## src/hdl/wmsa_pkg.sv

```systemverilog
// shared constants and widths for the windowed mean slow alarm block
// no dependencies; imported by wmsa_div, windowed_mean_slow_alarm_top and tb_top
`default_nettype none

package wmsa_pkg;

  // window geometry
  localparam int WINDOW = 100;
  localparam int IDX_W  = $clog2(WINDOW);
  localparam int CNT_W  = $clog2(WINDOW + 1);

  // field widths
  localparam int GEN_W    = 32;
  localparam int DUR_W    = 24;
  localparam int GAME_W   = 32;
  localparam int TOTAL_W  = 32;
  localparam int REPORT_COUNT_W = 7;
  localparam int PERIOD_W = 16;

  // running sum holds WINDOW full-scale durations exactly
  localparam int SUM_W = DUR_W + CNT_W;

  // stream payload widths
  localparam int IN_DATA_W  = 120;
  localparam int OUT_DATA_W = 216;

  // configuration port
  localparam int CFG_ADDR_W = 2;
  localparam int CFG_DATA_W = 24;
  localparam logic [CFG_ADDR_W-1:0] REG_SAMPLE_LIMIT   = 2'd0;
  localparam logic [CFG_ADDR_W-1:0] REG_PUBLISH_PERIOD = 2'd1;

  localparam logic [DUR_W-1:0]    LIMIT_RESET  = 24'd10000;
  localparam logic [PERIOD_W-1:0] PERIOD_RESET = 16'd100;

  // handshake between the sequencer and the divider
  typedef struct packed {
    logic             start;
    logic [SUM_W-1:0] dividend;
    logic [CNT_W-1:0] divisor;
  } div_req_t;

  typedef struct packed {
    logic             done;
    logic [SUM_W-1:0] quotient;
  } div_rsp_t;

endpackage

`default_nettype wire

```

## src/hdl/wmsa_div.sv

```systemverilog
// bit-serial restoring divider: window sum by sample count, one quotient bit a cycle
// depends on wmsa_pkg
`default_nettype none

module wmsa_div (
  input  wire logic              clk,
  input  wire logic              rst,
  input  wire wmsa_pkg::div_req_t req,
  output wmsa_pkg::div_rsp_t     rsp
);
  import wmsa_pkg::*;

  localparam int STEP_W = $clog2(SUM_W);

  logic               busy;
  logic [STEP_W-1:0]  step;
  logic [CNT_W-1:0]   rem;
  logic [SUM_W-1:0]   quo;
  logic [CNT_W-1:0]   dvsr;
  logic               done;
  logic [CNT_W:0]     trial;
  logic               fits;

  // trial subtract of the next dividend bit
  assign trial = {rem, quo[SUM_W-1]};
  assign fits  = trial >= {1'b0, dvsr};

  // control: busy flag, step counter and done pulse
  always_ff @(posedge clk) begin
    if (rst) begin
      busy <= 1'b0;
      step <= '0;
      done <= 1'b0;
    end else begin
      done <= 1'b0;
      if (req.start) begin
        busy <= 1'b1;
        step <= STEP_W'(SUM_W - 1);
      end else if (busy) begin
        if (step == '0) begin
          busy <= 1'b0;
          done <= 1'b1;
        end else begin
          step <= step - 1'b1;
        end
      end
    end
  end

  // datapath: partial remainder and quotient shift register
  always_ff @(posedge clk) begin
    if (req.start) begin
      rem  <= '0;
      quo  <= req.dividend;
      dvsr <= req.divisor;
    end else if (busy) begin
      rem <= fits ? CNT_W'(trial - {1'b0, dvsr}) : CNT_W'(trial);
      quo <= {quo[SUM_W-2:0], fits};
    end
  end

  assign rsp.done     = done;
  assign rsp.quotient = quo;

endmodule

`default_nettype wire

```

## src/hdl/windowed_mean_slow_alarm_top.sv

```systemverilog
// top level of the windowed mean slow alarm: sample ring memory, running sum,
// alarm state, report register; depends on wmsa_pkg and wmsa_div
//
//   s_axis carries one turn record per transaction (tdata, low bit first):
//   gen_tag, duration_us, turn_number, minutes_value. m_axis carries at most
//   one report per record. Configuration is a plain write port (cfg_we,
//   cfg_addr, cfg_data): index 0 sample_limit_us, index 1 publish_period. The user
//   must see that they are written only while the block is idle; the block does not
//   enforce it. A record with a nonzero generation passes, from acceptance to the
//   report being loaded, through ST_READ (sum update), ST_CMP (compare, which
//   starts the divider), ST_DIV (bit-serial divide of the 31-bit sum by the sample
//   count, until the divider signals done) and ST_FIN (load the report register).
//   The block takes no new record until it has returned to ST_IDLE, so records are
//   not overlapped. A generation-zero record finishes in its accept cycle, no report.
//   The report register decouples the sides: the next record is accepted while
//   a report waits; if the receiver still stalls when the next report is
//   ready, the block holds that report internally and takes no new record.
//   Reset (rst, synchronous) empties the window, clears the counters, alarm
//   and report valid and restores the register defaults. The ring memory is
//   not cleared; entries are used only after being written.
`default_nettype none

module windowed_mean_slow_alarm_top (
  input  wire logic                                 clk,
  input  wire logic                                 rst,
  // configuration write port
  input  wire logic                                 cfg_we,
  input  wire logic [wmsa_pkg::CFG_ADDR_W-1:0]      cfg_addr,
  input  wire logic [wmsa_pkg::CFG_DATA_W-1:0]      cfg_data,
  // turn records in
  input  wire logic                                 s_axis_tvalid,
  output logic                                      s_axis_tready,
  // gen_tag[31:0], duration_us[55:32], turn_number[87:56], minutes_value[119:88]
  input  wire logic [wmsa_pkg::IN_DATA_W-1:0]       s_axis_tdata,
  // reports out
  output logic                                      m_axis_tvalid,
  input  wire logic                                 m_axis_tready,
  // report_gen[31:0], fill_count[38:32], mean_us[62:39], alarm_flag[63],
  // alarm_total[95:64], recovery_total[127:96], alarm_mean_us[151:128],
  // turn_out[183:152], minutes_out[215:184]
  output logic [wmsa_pkg::OUT_DATA_W-1:0]           m_axis_tdata
);
  import wmsa_pkg::*;

  typedef enum logic [4:0] {
    ST_IDLE = 5'b00001,
    ST_READ = 5'b00010,
    ST_CMP  = 5'b00100,
    ST_DIV  = 5'b01000,
    ST_FIN  = 5'b10000
  } state_t;

  state_t state;

  // configuration registers
  logic [DUR_W-1:0]    sample_limit;
  logic [PERIOD_W-1:0] publish_period;

  // window and alarm state
  logic [GEN_W-1:0]   current_gen;
  logic [IDX_W-1:0]   head;
  logic [CNT_W-1:0]   fill;
  logic [SUM_W-1:0]   sum;
  logic               slow;
  logic [TOTAL_W-1:0] alarm_total;
  logic [TOTAL_W-1:0] recovery_total;
  logic [DUR_W-1:0]   latched_mean;
  logic [PERIOD_W-1:0] phase;

  // captured record and per-record flags
  logic [DUR_W-1:0]  dur;
  logic [GAME_W-1:0] turn;
  logic [GAME_W-1:0] mins;
  logic [SUM_W-1:0]  limit_x_window;
  logic              publish;
  logic              changed;
  logic              entered;

  // sample ring
  logic [DUR_W-1:0] ring [WINDOW];
  logic [DUR_W-1:0] ring_rd;
  logic [IDX_W-1:0] rd_addr;
  logic             rd_en;

  // divider
  div_req_t div_req;
  div_rsp_t div_rsp;

  logic [GEN_W-1:0] in_gen;
  logic             in_accept;
  logic             full;
  logic             slow_next;
  logic             report;
  logic             load_report;
  logic [DUR_W-1:0] mean;
  logic [DUR_W-1:0] alarm_mean_val;

  assign in_gen    = s_axis_tdata[31:0];
  assign in_accept = s_axis_tvalid && s_axis_tready;
  assign s_axis_tready = (state == ST_IDLE);
  assign full      = (fill == CNT_W'(WINDOW));

  // configuration writes
  always_ff @(posedge clk) begin
    if (rst) begin
      sample_limit   <= LIMIT_RESET;
      publish_period <= PERIOD_RESET;
    end else if (cfg_we) begin
      unique case (cfg_addr)
        REG_SAMPLE_LIMIT:   sample_limit   <= cfg_data;
        REG_PUBLISH_PERIOD: publish_period <= cfg_data[PERIOD_W-1:0];
        default: ;
      endcase
    end
  end

  // ring read: the slot at head, which a full window drops
  assign rd_en   = in_accept;
  assign rd_addr = (in_gen != current_gen) ? '0 : head;

  always_ff @(posedge clk) begin
    if (rd_en) begin
      ring_rd <= ring[rd_addr];
    end
    if (state == ST_READ) begin
      ring[head] <= dur;
    end
  end

  // slow decision on the updated window
  assign slow_next = full && (sum > limit_x_window);

  // divider request
  assign div_req.start    = (state == ST_CMP);
  assign div_req.dividend = sum;
  assign div_req.divisor  = fill;

  wmsa_div u_div (
    .clk (clk),
    .rst (rst),
    .req (div_req),
    .rsp (div_rsp)
  );

  assign mean           = div_rsp.quotient[DUR_W-1:0];
  assign alarm_mean_val = entered ? mean : latched_mean;
  assign report         = changed || publish || (fill == CNT_W'(1));
  assign load_report    = (state == ST_FIN) && report && (!m_axis_tvalid || m_axis_tready);

  // sequencer and window state
  always_ff @(posedge clk) begin
    if (rst) begin
      state          <= ST_IDLE;
      current_gen    <= '0;
      head           <= '0;
      fill           <= '0;
      sum            <= '0;
      slow           <= 1'b0;
      alarm_total    <= '0;
      recovery_total <= '0;
      latched_mean   <= '0;
      phase          <= '0;
      changed        <= 1'b0;
      entered        <= 1'b0;
      publish        <= 1'b0;
      m_axis_tvalid  <= 1'b0;
    end else begin
      // report valid: set on load, cleared once taken
      if (load_report) begin
        m_axis_tvalid <= 1'b1;
      end else if (m_axis_tvalid && m_axis_tready) begin
        m_axis_tvalid <= 1'b0;
      end
      unique case (state)
        ST_IDLE: begin
          if (in_accept) begin
            dur  <= s_axis_tdata[55:32];
            turn <= s_axis_tdata[87:56];
            mins <= s_axis_tdata[119:88];
            if (in_gen != current_gen) begin
              current_gen <= in_gen;
              head        <= '0;
              fill        <= '0;
              sum         <= '0;
              slow        <= 1'b0;
            end
            if (in_gen != '0) begin
              state <= ST_READ;
            end
          end
        end
        ST_READ: begin
          // drop the oldest sample when full, add the new one
          if (full) begin
            sum <= sum - SUM_W'(ring_rd) + SUM_W'(dur);
          end else begin
            sum  <= sum + SUM_W'(dur);
            fill <= fill + 1'b1;
          end
          head <= (head == IDX_W'(WINDOW - 1)) ? '0 : head + 1'b1;
          limit_x_window <= SUM_W'(sample_limit) * SUM_W'(WINDOW);
          // publish phase; a zero period reports every turn
          if (({1'b0, phase} + 1'b1) >= {1'b0, publish_period}) begin
            phase   <= '0;
            publish <= 1'b1;
          end else begin
            phase   <= phase + 1'b1;
            publish <= 1'b0;
          end
          state <= ST_CMP;
        end
        ST_CMP: begin
          changed <= (slow_next != slow);
          entered <= slow_next && !slow;
          if (slow_next && !slow && alarm_total != '1) begin
            alarm_total <= alarm_total + 1'b1;
          end
          if (!slow_next && slow && recovery_total != '1) begin
            recovery_total <= recovery_total + 1'b1;
          end
          slow  <= slow_next;
          state <= ST_DIV;
        end
        ST_DIV: begin
          if (div_rsp.done) begin
            state <= ST_FIN;
          end
        end
        ST_FIN: begin
          if (!report || load_report) begin
            latched_mean <= alarm_mean_val;
            state        <= ST_IDLE;
          end
        end
        default: state <= ST_IDLE;
      endcase
    end
  end

  // report register
  always_ff @(posedge clk) begin
    if (load_report) begin
      m_axis_tdata <= {mins, turn, alarm_mean_val, recovery_total, alarm_total,
                       slow, mean, REPORT_COUNT_W'(fill), current_gen};
    end
  end

  // window bookkeeping stays consistent
  a_fill_bound: assert property (@(posedge clk) disable iff (rst)
    fill <= CNT_W'(WINDOW))
    else $error("fill count above window size");

  a_head_bound: assert property (@(posedge clk) disable iff (rst)
    head < IDX_W'(WINDOW))
    else $error("ring head out of range");

  a_slow_full: assert property (@(posedge clk) disable iff (rst)
    slow |-> full)
    else $error("slow state with a partial window");

  a_empty_sum: assert property (@(posedge clk) disable iff (rst)
    (fill == '0) |-> (sum == '0))
    else $error("nonzero sum in an empty window");

  a_div_done: assert property (@(posedge clk) disable iff (rst)
    div_rsp.done |-> (state == ST_DIV))
    else $error("divider finished outside the divide state");

endmodule

`default_nettype wire

```

## config.mk

```make
export PLATFORM = sky130hd
export DESIGN_NAME = windowed_mean_slow_alarm_top
export DESIGN_NICKNAME = d
export VERILOG_FILES = /design/src/hdl/wmsa_pkg.sv /design/src/hdl/wmsa_div.sv /design/src/hdl/windowed_mean_slow_alarm_top.sv
export SDC_FILE = /design/constraint.sdc
export NUM_CORES = 2
export LEC_CHECK = 0
export BUFFER_PORTS_ARGS = -buffer_cell sky130_fd_sc_hd__buf_2
export CORE_UTILIZATION = 40
export CTS_BUF_LIST = sky130_fd_sc_hd__clkbuf_8
export DETAILED_ROUTE_END_ITERATION = 10
export GPL_TIMING_DRIVEN = 1
export PLACE_DENSITY = 0.61
export SLEW_MARGIN = 20
export SYNTH_ARGS = -nofsm -noshare
export SYNTH_HDL_FRONTEND = slang
export SYNTH_SLANG_ARGS = --single-unit
```

## constraint.sdc

```tcl
create_clock -name clk -period 9.95 [get_ports clk]
set_input_delay 0.4975 -clock clk [delete_from_list [all_inputs] [get_ports clk]]
set_output_delay 0.4975 -clock clk [all_outputs]
set_load 0.005 [all_outputs]
```

**After elaboration in Yosys (flattened, before gate mapping)**

Memory sizes are Yosys's and may differ from the RTL's. A register that Yosys moved wholly into a read port is not among the register bits.
Cells that the tools add are included.

- Register bits: 616
- Bits in writable memories: 2400
- Word-level logic and storage cells: 145
- Memories kept: 1

Memory list:

| name | depth | width | read ports | clocked after memory_dff | wr ports | RTL line | text |
|---|---|---|---|---|---|---|---|
| ring | 100 | 24 | 1 | 1 | 1 | windowed_mean_slow_alarm_top.sv:80 | `logic [DUR_W-1:0] ring [WINDOW];` |

- Add/subtract/negate cells: 11
- Multipliers: 1
- Order comparisons: 3
- Equality and inequality tests: 20
- Mux-type cells: 37
- Bitwise logic cells: 3
- Reduce and logical (&&, ||, !) cells: 41

Operator list:

| cell | count |
|---|---|
| two-way mux 31 bit | 5 |
| adder 32 x 1 -> 32 bit (second input constant) | 2 |
| inequality test 32 bit (second input constant) | 2 |
| adder 31 x 24 -> 31 bit | 2 |
| one-hot mux 31 bit (2 select lines) | 1 |
| two-way mux 7 bit | 7 |
| two-way mux 5 bit | 7 |
| inequality test 32 bit | 1 |
| nonzero test 32 bit | 1 |
| > comparator 31 bit | 1 |
| subtractor 31 x 24 -> 31 bit | 1 |
| multiplier 24 x 5 -> 29 bit (second input constant) | 1 |
| one-hot mux 7 bit (2 select lines) | 2 |
| one-hot mux 5 bit (5 select lines) | 1 |
| two-way mux 24 bit | 1 |
| AND reduction 2 bit | 9 |
| adder 16 x 1 -> 17 bit (second input constant) | 1 |
| greater-or-equal comparator 17 x 16 -> 1 bit | 1 |
| adder 16 x 1 -> 16 bit (second input constant) | 1 |
| two-way mux 16 bit | 1 |
| adder 7 x 1 -> 7 bit (second input constant) | 2 |
| == test 7 bit (second input constant) | 2 |
| AND reduction 3 bit | 4 |
| two-way mux 1 bit | 11 |
| other kinds (24) | 49 |

**Longest topological paths before layout**

- Depth in word-level cells: 7
- Gate-level depth with buffers: 22
- Gate-level depth less buffers: 19

**Cells and area by module**

From an unflattened synthesis, not the netlist that was laid out.

- Cells, all modules: 8864
- Area total of the unflattened synthesis: 125525.4 um2

By module, submodules not included:

| module | times used | cells each | area an instance (um2) |
|---|---|---|---|
| windowed_mean_slow_alarm_top | 1 | 8666 | 123003.0 |
| wmsa_div | 1 | 198 | 2522.4 |

**Least setup slack after synthesis**

No wires, ideal clock.

- Path type: register to register
- Start point: register fill[0]
- End point: register m_axis_tdata[0] (netlist bit), enable pin
- Library setup time: 0.799 ns
- Data arrival time: 9.972 ns
- Required time: 9.151 ns
- Path slack: -0.821 ns
- Stages on the path, launching flop included: 6
- Path buffers: 0
- Path through: dfxtp_1 ha_1 nor4b_1 a211o_1 nand2b_1 nor2_1

- Word-level cells in the longest chain between the ends: 4

RTL lines:

| what | RTL line | text |
|---|---|---|
| from (decl) | windowed_mean_slow_alarm_top.sv:62 | `logic [CNT_W-1:0] fill;` |
| from (signal assigned) | windowed_mean_slow_alarm_top.sv:198 | `fill <= fill + 1'b1;` |
| == test 7 x 1 -> 1 bit | windowed_mean_slow_alarm_top.sv:147 | `assign report = changed \|\| publish \|\| (fill == CNT_W'(1));` |
| logical OR 1 bit | windowed_mean_slow_alarm_top.sv:147 |  |
| logical AND 1 bit (2 in a row) | windowed_mean_slow_alarm_top.sv:148 | `assign load_report = (state == ST_FIN) && report && (!m_axis_tvalid \|\| m_axis_tready);` |
| via load_report | windowed_mean_slow_alarm_top.sv:94 | `logic load_report;` |
| to (signal assigned) | windowed_mean_slow_alarm_top.sv:243 | `m_axis_tdata <= {mins, turn, alarm_mean_val, recovery_total, alarm_total,` |
| to (decl) | windowed_mean_slow_alarm_top.sv:41 | `output logic [wmsa_pkg::OUT_DATA_W-1:0] m_axis_tdata` |

The timed path passes the listed nets, and every way through them passes these cells.
A chain may end at the register's enable or synchronous reset.

**Final worst setup path**

- Start point: register current_gen[19]
- End point: register ring_rd[4] (read register of ring), data pin

- Word-level cells in the longest chain between the ends: 2

RTL lines:

| what | RTL line | text |
|---|---|---|
| from (decl) | windowed_mean_slow_alarm_top.sv:60 | `logic [GEN_W-1:0] current_gen;` |
| from (signal assigned) | windowed_mean_slow_alarm_top.sv:181 | `current_gen <= in_gen;` |
| inequality test 32 bit | windowed_mean_slow_alarm_top.sv:119 | `assign rd_addr = (in_gen != current_gen) ? '0 : head;` |
| two-way mux 7 bit | n/a |  |
| to (decl) | windowed_mean_slow_alarm_top.sv:81 | `logic [DUR_W-1:0] ring_rd;` |

No other way between the ends.

==> impl_metrics.py <==
metrics = {
    "outcome": {
        "outcome": "finished, violations left",
        "violations": "DRC",
    },
    "cts": {
        "root_buffer": "clkbuf_8",
        "cts_setup_buffers": 0,
        "cts.sinks": 3040,
        "postCtsResizedCells": 0,
        "postCtsHoldBufs": 151,
        "tritoncts": "yes",
        "clockBufferDepth": 4,
        "clk_latency_ns": 1.13,
        "cts_buffers": 489,
        "ctsHtreeMaxLevel": 5,
        "clkTransAtPathRegs_ns": 0.06,
    },
    "finish": {
        "fin_nets": 9751,
        "final_cell_area_mm2": 0.143,
        "area_growth_pct": 14.7,
        "layout-drive-gt1-share": 0.173,
        "fillCellCount": 27000,
    },
    "grt": {
        "grt_max_degree": 124,
        "grt_pass1_vias": 79000,
        "use_met1": 0.338,
        "grt_overflow": 0,
        "grtUsageMet3": 0.0703,
        "use_met2": 0.387,
        "track_usage": 0.253,
        "busiest_layer": "met2",
        "grt_pass1_wl_um": 575000,
        "antenna_found_initial": 22,
    },
    "detailed_routing": {
        "wire_per_inst_um": 29.4,
        "dr.pass1.iters": 11,
        "antenna_left": 0,
        "via_per_inst": 5.89,
        "drt_wl_total_um": 407000,
        "vias": 81800,
        "drt_iter0_markers": 11900,
        "drc": 172,
    },
    "yosys": {
        "synth_top_area_cell": "edfxtp_1",
        "netlist_top_cells_area": "edfxtp_1 (67%), dfxtp_1 (3.9%), nand2_1 (3.0%), mux2i_1 (2.9%), mux4_2 (2.3%)",
        "synth_commonest_cells": "edfxtp_1 (2,795), nand2_1 (1,001), a21oi_1 (466), nor2_1 (465), mux2i_1 (361)",
        "syn-instance-count": 8536,
        "ys_warn_count": 0,
        "syn_area_mm2": 0.124,
        "async_flop_share": 0,
        "syn_area_per_cell_um2": 14.6,
        "synth_seq_cells": 3040,
        "synth_nets": 8930,
        "ys.flop_type": "edfxtp_1",
        "ys_types": 93,
        "seq_area_frac_synth": 0.714,
        "synth_top_area_frac": 0.674,
        "synth.most_common_cell": "edfxtp_1",
        "synth_edf_count": 2795,
    },
    "place": {
        "port_buffers": 368,
        "pre_cts_ws_ns": 3.68,
        "gp_congestion": 0.938,
        "dpl_cell_area_mm2": 0.132,
        "dp_hpwl_um": 245000,
    },
    "sta": {
        "min_period_ns": 6.29,
        "worst_clock_skew_ns": 0.159,
        "finalCritPeriodShare": 0.632,
        "worst_hold_slack_ns": 0.0814,
        "rsz0062_at_grt": "false",
        "slew_violations": 0,
        "tightest_slew_ns": 1.29,
        "hold_viol": 0,
        "fin_ws_ns": 3.66,
        "fmax_mhz": 159,
        "max-slew-margin-rel": 0.139,
        "setup_viol": 0,
        "tns_ns": 0,
    },
    "power": {
        "ir_drop_uv": 109,
        "leakage_uw": 0.0488,
        "power_density_mw_per_mm2": 181,
        "power_uw": 25900,
    },
    "critical_path": {
        "path_cells": "xor2_1 -> nor4_1 -> and4_2 -> buf_4 -> nand3_4 -> buf_4 -> a221oi_1 -> o21ai_0 -> a2111oi_1 -> a311oi_1 -> a31oi_1 -> a22oi_1",
        "r2r-start": "current_gen[19]",
        "cp_data_arrival_time_ns": 7.14,
        "crit_fanout": 44,
        "crit_slowest_cell": "a2111oi_1",
        "r2r_cells": 12,
        "path_common_cell": "buf_4",
        "worst-setup-path-type": "register to register",
        "start_kind": "register",
        "reg2reg_slack_ns": 3.66,
        "end_kind": "register",
        "required_ns": 10.80,
        "cpPeakStageDelay_ns": 1.09,
        "timing.rr.end": "ring_rd[4]",
    },
    "floorplanning": {
        "coreArea_mm2": 0.309,
        "dieArea_mm2": 0.313,
        "dieWidth_um": 560,
        "start_util": 0.403,
        "pin_count": 369,
        "rows": 204,
        "die_y_um": 560,
    },
    "flow_run": {
        "drv_cap": 0,
    },
    "hold_path": {
        "hold_class": "input port to register",
        "hold_depth": 5,
        "min_to": "sample_limit[12]",
        "worstHoldStart": "cfg_addr[1]",
    },
}
-- kinds of logic after synthesis --
| kind of cell | after synthesis | share of synthesized area |
|---|---|---|
| xor gates and xnor gates | 167 | 0.0118 |
| adders and majority gates | 243 | 0.0271 |
| DFF | 3040 | 0.714 |
| muxes | 599 | 0.0621 |
| buffers and inverters | 745 | 0.0244 |
| AOI/OAI and AO/OA | 1605 | 0.0853 |
| and+or+nand+nor | 2137 | 0.0756 |
-- worst max-delay path: cells and delay by family, from the launching register on --
kind	cells	cell delay (ns)
AO/OA/AOI/OAI	6	2.77
AND/OR/NAND/NOR	3	1.63
buffers and inverters	2	1.06
flip-flops	1	0.33
XOR/XNOR	1	0.17
-- registers in the layout, summed over array words and instances, names as in the netlist, 29 cells and up --
register        cells
alarm_total        32
current_gen        32
limit_x_window     29
m_axis_tdata      216
mins               32
recovery_total     32
ring             2400
sum                31
turn               32
u_div.quo          31
-- cells in the final DEF (no fill, tap or decap), types with 72 or more instances in the layout --
master / instances
buf_4: 261
xnor2_1: 85
mux2i_1: 361
dlygate4sd3_1: 151
a211oi_1: 111
clkbuf_8: 509
a21oi_1: 464
mux4_2: 127
o21ai_0: 270
nand2_1: 997
nor3_1: 72
buf_2: 368
dfxtp_1: 240
ha_1: 198
nor2_1: 353
clkinv_1: 103
inv_1: 462
o221ai_1: 114
nand3_1: 277
nor2_2: 107
mux2_2: 111
edfxtp_1: 2795
xor2_1: 82
a31oi_1: 110
-- power by group --
group,total [uW],internal [uW],switching (uW)
Clock,9990,4990,5000
Sequential,14300,14100,112
Combinational,1630,507,1120
Total,25900,19600,6230
-- metrics by stage --
stage / instances / util
after floorplan: 8536 / -
after global placement: 12800 / 0.428
after detailed placement: 12800 / 0.428
after CTS: 13900 / 0.462
after global routing: 13900 / 0.462
final: 13900 / 0.462
-- layer usage --
layer	share of wire	vias up
met5	0.000093	-
met4	0.047	8
met3	0.12	966
met2	0.44	5475
met1	0.38	41000
li1	-	34300
-- final cells by class --
| cell class | count | area (um^2) | area share |
|---|---|---|---|
| sequential | 3040 | 88800 | 0.622 |
| multi-input combinational | 4751 | 33100 | 0.232 |
| clock buffer | 509 | 7010 | 0.0491 |
| timing repair buffer | 798 | 5670 | 0.0397 |
| tap | 4120 | 5150 | 0.0361 |
| clock inverter | 369 | 1910 | 0.0134 |
| inverter | 277 | 1040 | 0.00731 |
| antenna | 15 | 37.5 | 0.000263 |
-- worst max-delay path by stage --
stage                     start               to  cells past startpoint
2_1_floorplan           fill[0]  m_axis_tdata[0]                      5
3_3_place_gp   s_axis_tdata[22]       ring_rd[4]                     13
3_5_place_dp   s_axis_tdata[22]       ring_rd[4]                     13
4_1_cts         current_gen[19]       ring_rd[4]                     12
5_1_grt         current_gen[19]       ring_rd[4]                     12
6_report        current_gen[19]       ring_rd[4]                     12
No activity file was read; power rests on OpenSTA's default activity.
